### src/hdl/cuvm_pkg.sv
// Shared types, constants and the CORDIC angle table of the cylindrical UV mapper.
package cuvm_pkg;

    // Field and arithmetic widths fixed by the data formats.
    localparam int COORD_W   = 24;
    localparam int DIFF_W    = COORD_W + 1;
    localparam int PROD_W    = 2 * DIFF_W - 1;
    localparam int TEX_W     = 16;
    localparam int ANG_W     = 32;
    localparam int ACC_W     = ANG_W + 3;
    localparam int TABLE_LEN = 24;

    // Default values of the top-level parameters.
    localparam int DEF_CORDIC_STAGES   = 16;
    localparam int DEF_COORD_FRAC_BITS = 16;

    // Configuration register indexes.
    localparam int CFG_INDEX_W = 3;
    typedef logic [CFG_INDEX_W-1:0] t_cfg_index;

    localparam t_cfg_index CFG_CENTER_X    = 3'd0;
    localparam t_cfg_index CFG_CENTER_Y    = 3'd1;
    localparam t_cfg_index CFG_CENTER_Z    = 3'd2;
    localparam t_cfg_index CFG_INV_RANGE_X = 3'd3;
    localparam t_cfg_index CFG_INV_RANGE_Y = 3'd4;
    localparam t_cfg_index CFG_INV_RANGE_Z = 3'd5;

    // Register values after reset.
    localparam logic [COORD_W-1:0] RST_CENTER_X  = 24'hFFF807;
    localparam logic [COORD_W-1:0] RST_CENTER_Y  = 24'h010E46;
    localparam logic [COORD_W-1:0] RST_CENTER_Z  = 24'hFF8390;
    localparam logic [COORD_W-1:0] RST_INV_RANGE = 24'h008000;

    // One vertex beat.
    typedef struct packed {
        logic signed [COORD_W-1:0] coord_x;
        logic signed [COORD_W-1:0] coord_y;
        logic signed [COORD_W-1:0] coord_z;
    } t_vertex;

    // One texture coordinate beat.
    typedef struct packed {
        logic [TEX_W-1:0] tex_u;
        logic [TEX_W-1:0] tex_v;
    } t_texel;

    // atan(2^-i) / (2 pi) in unsigned Q0.32 turns.
    function automatic logic [ANG_W-1:0] turn_angle(input int idx);
        logic [ANG_W-1:0] ang;
        case (idx)
            0:       ang = 32'h20000000;
            1:       ang = 32'h12E4051E;
            2:       ang = 32'h09FB385B;
            3:       ang = 32'h051111D4;
            4:       ang = 32'h028B0D43;
            5:       ang = 32'h0145D7E1;
            6:       ang = 32'h00A2F61E;
            7:       ang = 32'h00517C55;
            8:       ang = 32'h0028BE53;
            9:       ang = 32'h00145F2F;
            10:      ang = 32'h000A2F98;
            11:      ang = 32'h000517CC;
            12:      ang = 32'h00028BE6;
            13:      ang = 32'h000145F3;
            14:      ang = 32'h0000A2F9;
            15:      ang = 32'h0000517C;
            16:      ang = 32'h000028BE;
            17:      ang = 32'h0000145F;
            18:      ang = 32'h00000A2F;
            19:      ang = 32'h00000517;
            20:      ang = 32'h0000028B;
            21:      ang = 32'h00000145;
            22:      ang = 32'h000000A2;
            23:      ang = 32'h00000051;
            default: ang = '0;
        endcase
        return ang;
    endfunction

endpackage

### src/hdl/cuvm_cell.sv
// One vectoring CORDIC cell: a single micro-rotation with its angle step.
module cuvm_cell #(
    parameter int IDX = 0,
    parameter int CW  = 36
) (
    input  logic                                 i_clk,
    input  logic                                 i_rst_n,
    input  logic                                 i_vld,
    output logic                                 o_rdy,
    input  logic signed [CW-1:0]                 i_x,
    input  logic signed [CW-1:0]                 i_y,
    input  logic signed [cuvm_pkg::ACC_W-1:0]    i_acc,
    input  logic                                 i_zero,
    input  logic [cuvm_pkg::TEX_W-1:0]           i_v,
    output logic                                 o_vld,
    input  logic                                 i_rdy,
    output logic signed [CW-1:0]                 o_x,
    output logic signed [CW-1:0]                 o_y,
    output logic signed [cuvm_pkg::ACC_W-1:0]    o_acc,
    output logic                                 o_zero,
    output logic [cuvm_pkg::TEX_W-1:0]           o_v
);
    import cuvm_pkg::*;

    localparam logic signed [ACC_W-1:0] ANG = ACC_W'(turn_angle(IDX));

    logic                    r_vld;
    logic signed [CW-1:0]    r_x, r_y;
    logic signed [ACC_W-1:0] r_acc;
    logic                    r_zero;
    logic [TEX_W-1:0]        r_v;
    logic signed [CW-1:0]    xs, ys;
    logic signed [CW-1:0]    n_x, n_y;
    logic signed [ACC_W-1:0] n_acc;

    assign o_rdy = !r_vld || i_rdy;

    // Rotate toward the x axis; the residual sign picks the direction.
    assign xs = i_x >>> IDX;
    assign ys = i_y >>> IDX;

    always_comb begin
        if (!i_y[CW-1]) begin
            n_x   = i_x + ys;
            n_y   = i_y - xs;
            n_acc = i_acc + ANG;
        end else begin
            n_x   = i_x - ys;
            n_y   = i_y + xs;
            n_acc = i_acc - ANG;
        end
    end

    always_ff @(posedge i_clk) begin
        if (!i_rst_n) begin
            r_vld <= 1'b0;
        end else if (o_rdy) begin
            r_vld <= i_vld;
        end
    end

    always_ff @(posedge i_clk) begin
        if (o_rdy && i_vld) begin
            r_x    <= n_x;
            r_y    <= n_y;
            r_acc  <= n_acc;
            r_zero <= i_zero;
            r_v    <= i_v;
        end
    end

    assign o_vld  = r_vld;
    assign o_x    = r_x;
    assign o_y    = r_y;
    assign o_acc  = r_acc;
    assign o_zero = r_zero;
    assign o_v    = r_v;

endmodule
### config.mk
export PLATFORM = sky130hd
export DESIGN_NAME = cuvm_cell
export DESIGN_NICKNAME = d
export VERILOG_FILES = /design/src/hdl/cuvm_pkg.sv /design/src/hdl/cuvm_cell.sv
export SDC_FILE = /design/constraint.sdc
export NUM_CORES = 1
export LEC_CHECK = 0
export ABC_CLOCK_PERIOD_IN_PS = 9230
export BUFFER_PORTS_ARGS = -buffer_cell sky130_fd_sc_hd__buf_4
export CAP_MARGIN = 20
export CORE_MARGIN = 5
export CORE_UTILIZATION = 40
export CTS_BUF_LIST = sky130_fd_sc_hd__clkbuf_2
export CTS_CLUSTER_DIAMETER = 200
export CTS_CLUSTER_SIZE = 24
export DETAILED_ROUTE_END_ITERATION = 10
export GPL_ROUTABILITY_DRIVEN = 0
export SETUP_SLACK_MARGIN = 0.4
export SLEW_MARGIN = 20
export SYNTH_ARGS = -nofsm -noshare
export SYNTH_HDL_FRONTEND = slang
export SYNTH_SLANG_ARGS = --single-unit
### constraint.sdc
create_clock -name i_clk -period 9.23 [get_ports i_clk]
set_input_delay 0.4615 -clock i_clk [delete_from_list [all_inputs] [get_ports i_clk]]
set_output_delay 0.4615 -clock i_clk [all_outputs]
set_load 0.02 [all_outputs]
==> results.yml <==
timing:
  fin_crit_ns: 3.105
  worst_slack_ns: 6.125
  tightest_slew_ns: 1.007
  setup_tns_ns: 0
  hold-worst-slack_ns: 0.1315
  worst_clock_skew_ns: 0.03108
  relSlewSlack_pct: 32.88
  finalHoldViolCount: 0
  setup_viol: 0
  timing.fmax_mhz: 322.1
  finalCritPeriodShare_pct: 33.64
  grt_setup_unrepaired: "false"
  drv_slew: 0
global_routing:
  grt_pass1_wl_mm: 52.92
  antenna_found_initial: 1
  grt_max_degree: 84
  grt_usage_pct: 22.94
  grt-ovfl-total: 0
  grt_pass1_vias: 9611
worst_setup_path:
  start_kind: "input port"
  r2r_cells: 3
  arrival_ns: 3.62
  reg2reg_to: "o_v[8]"
  worstSetupPathType: "input port to flip-flop"
  endpoint_kind: "flip-flop"
  r2r-start: "o_vld"
  path_max_fanout: 13
  critPathLaunch: "i_x[3]"
  crit_path_end: "o_y[34]"
  reg2reg_slack_ns: 6.89
  crit_required_ns: 9.74
cts:
  cts_tree: "done"
  htree_levels: 4
  clkSlewWorstSetupHoldPaths_ns: 0.25
  cts_buffer_depth: 2
  cts-buffers-inserted: 17
  postCtsResizedCells: 0
  cts_num_sinks: 124
  clkLatencyLatePin_ns: 0.70
  cts_root_buffer: "clkbuf_2"
synthesis:
  ys_ff_latch: 124
  yosysMostFrequentCell: "a21oi_1"
  synth.yosys.seq_area_share_pct: 35.65
  synth_top_cell_by_area: "edfxtp_1"
  synthTopCellsByArea: "edfxtp_1 35%, ha_1 13%, a21oi_1 6.2%, xnor2_1 4.8%, o21ai_0 4.5%"
  synth_edf_count: 123
  synthArstFlopShare_pct: 0
  netlist_area_mm2: 0.01042
  synthFlopType: "edfxtp_1"
  yosys_warnings: 0
  syn_inst: 1171
  syn_area_per_cell_um2: 8.895
  ys_types: 69
  synth_common_cells: "128 x a21oi_1, 123 x edfxtp_1, 115 x inv_1"
  netlist.area_leader.share_pct: 35.46
  syn_nets: 1412
layout:
  layout-drive-gt1-share_pct: 20.94
  multi_input_area_mm2: 0.006066
  synthToLayoutAreaGrowth_pct: 27.80
  stdcell_area_mm2: 0.01331
  nets: 1689
  final_cells: 1797
  regArea_mm2: 0.003714
  nFillCells: 2445
power_and_ir_drop:
  power_density_mw_per_mm2: 138.3
  vdd_ir_drop_max_mv: 0.08256
  p_leak_nw: 5.761
floorplan:
  initial_utilization_pct: 40.31
  io_pins: 254
  fp.dieH_um: 171.4
  dieArea_mm2: 0.02937
  die_x_um: 171.4
  core_mm2: 0.02584
  rows: 59
placement:
  io_buffer_count: 253
  place_ws_ns: 5.462
  hpwlAfterDp_mm: 27.71
  post_dp_cell_area_mm2: 0.01257
  dp.cells: 1714
drt:
  routed_wl_mm: 35.56
  via_per_inst: 5.630
  drc: 0
  vias: 10117
  avgRoutedWirePerCell_um: 19.79
  ant_nets: 0
  dr.first_iter.drc_count: 918
  drt_first_pass_iters: 6
run:
  maxCapViolations: 0
worst_hold_path:
  hold_class: "input port to flip-flop"
status:
  outcome: "finished clean"
==> through the flow <==
step	power (W)	util (%)
CTS	0.001846	51.47
global placement	0.001458	48.65
global route	0.001935	51.52
floorplan	0.001183	-
finish	0.001841	51.52
detailed placement	0.001463	48.65
==> timing repair <==
item                      CTS  global route
hold buffers               49             1
hold endpoints to repair   48             1
setup buffers               0             0
==> power breakdown <==
part	leakage [nW]	internal, W	switching, W
Combinational	4.42	0.000294	0.000459
Sequential	1.20	0.000704	0.0000199
Clock	0.140	0.000108	0.000256
Total	5.76	0.00111	0.000735
==> how the worst min path moves through the flow <==
stage | cells past startpoint | from | slack (ns) | to
floorplan | 0 | i_acc[0] | 0.56 | o_acc[0]
global placement | 2 | o_vld | 0.52 | o_vld
global route | 3 | i_y[0] | 0.05 | o_x[0]
finish | 3 | i_y[0] | 0.13 | o_x[0]
CTS | 2 | i_x[35] | 0.00006 | o_y[35]
detailed placement | 2 | o_vld | 0.55 | o_vld
==> routing by layer <==
| metal | global-route usage, % | wire (um) | vias up |
|---|---|---|---|
| met2 | 37.46 | 16210 | 534 |
| met3 | 4.114 | 3152 | 52 |
| met5 | 0 | 0 | - |
| met1 | 31.77 | 15470 | 4737 |
| li1 | - | - | 4794 |
| met4 | 5.615 | 731 | 0 |
==> flip-flops by register name, summed over array words and instances (netlist names) <==
register  cells
o_y          35
o_x          36
o_acc        35
o_v          16
o_zero        1
o_vld         1
==> layout make-up <==
type | count | area share, %
inverter | 120 | 3.384
multi-input combinational | 879 | 45.57
timing repair buffer | 306 | 18.20
tap | 335 | 3.149
clock inverter | 15 | 1.147
sequential | 124 | 27.90
antenna | 1 | 0.01880
clock buffer | 17 | 0.6392
==> cell usage in the layout, fill, tap and decap left out, drive strengths merged, types with 50 or more instances in the layout <==
master	instances
buf	256
a21oi	129
inv	125
edfxtp	123
ha	109
nor2	104
o21ai	94
nand2	62
xnor2	57
dlygate4sd3	50
==> critical path: stages <==
cell and delay (ns):
buf_4 0.09, inv_1 0.04, ha_1 0.47, a21oi_1 0.31, a21oi_1 0.20, o31a_1 0.36
o31ai_1 0.54, a21boi_0 0.28, o311a_1 0.34, a221o_1 0.26, nor3b_1 0.25
==> kinds of logic after synthesis <==
family          Yosys count  share of synthesized area, %
compound gates          377                         22.81
xor+xnor                 65                         5.466
fa+ha+maj               113                         13.86
buf+inv                 168                         6.138
flops                   124                         35.65
mux                      22                         2.126
simple gates            302                         13.95
Note: power is estimated with default switching activity, not from simulation.
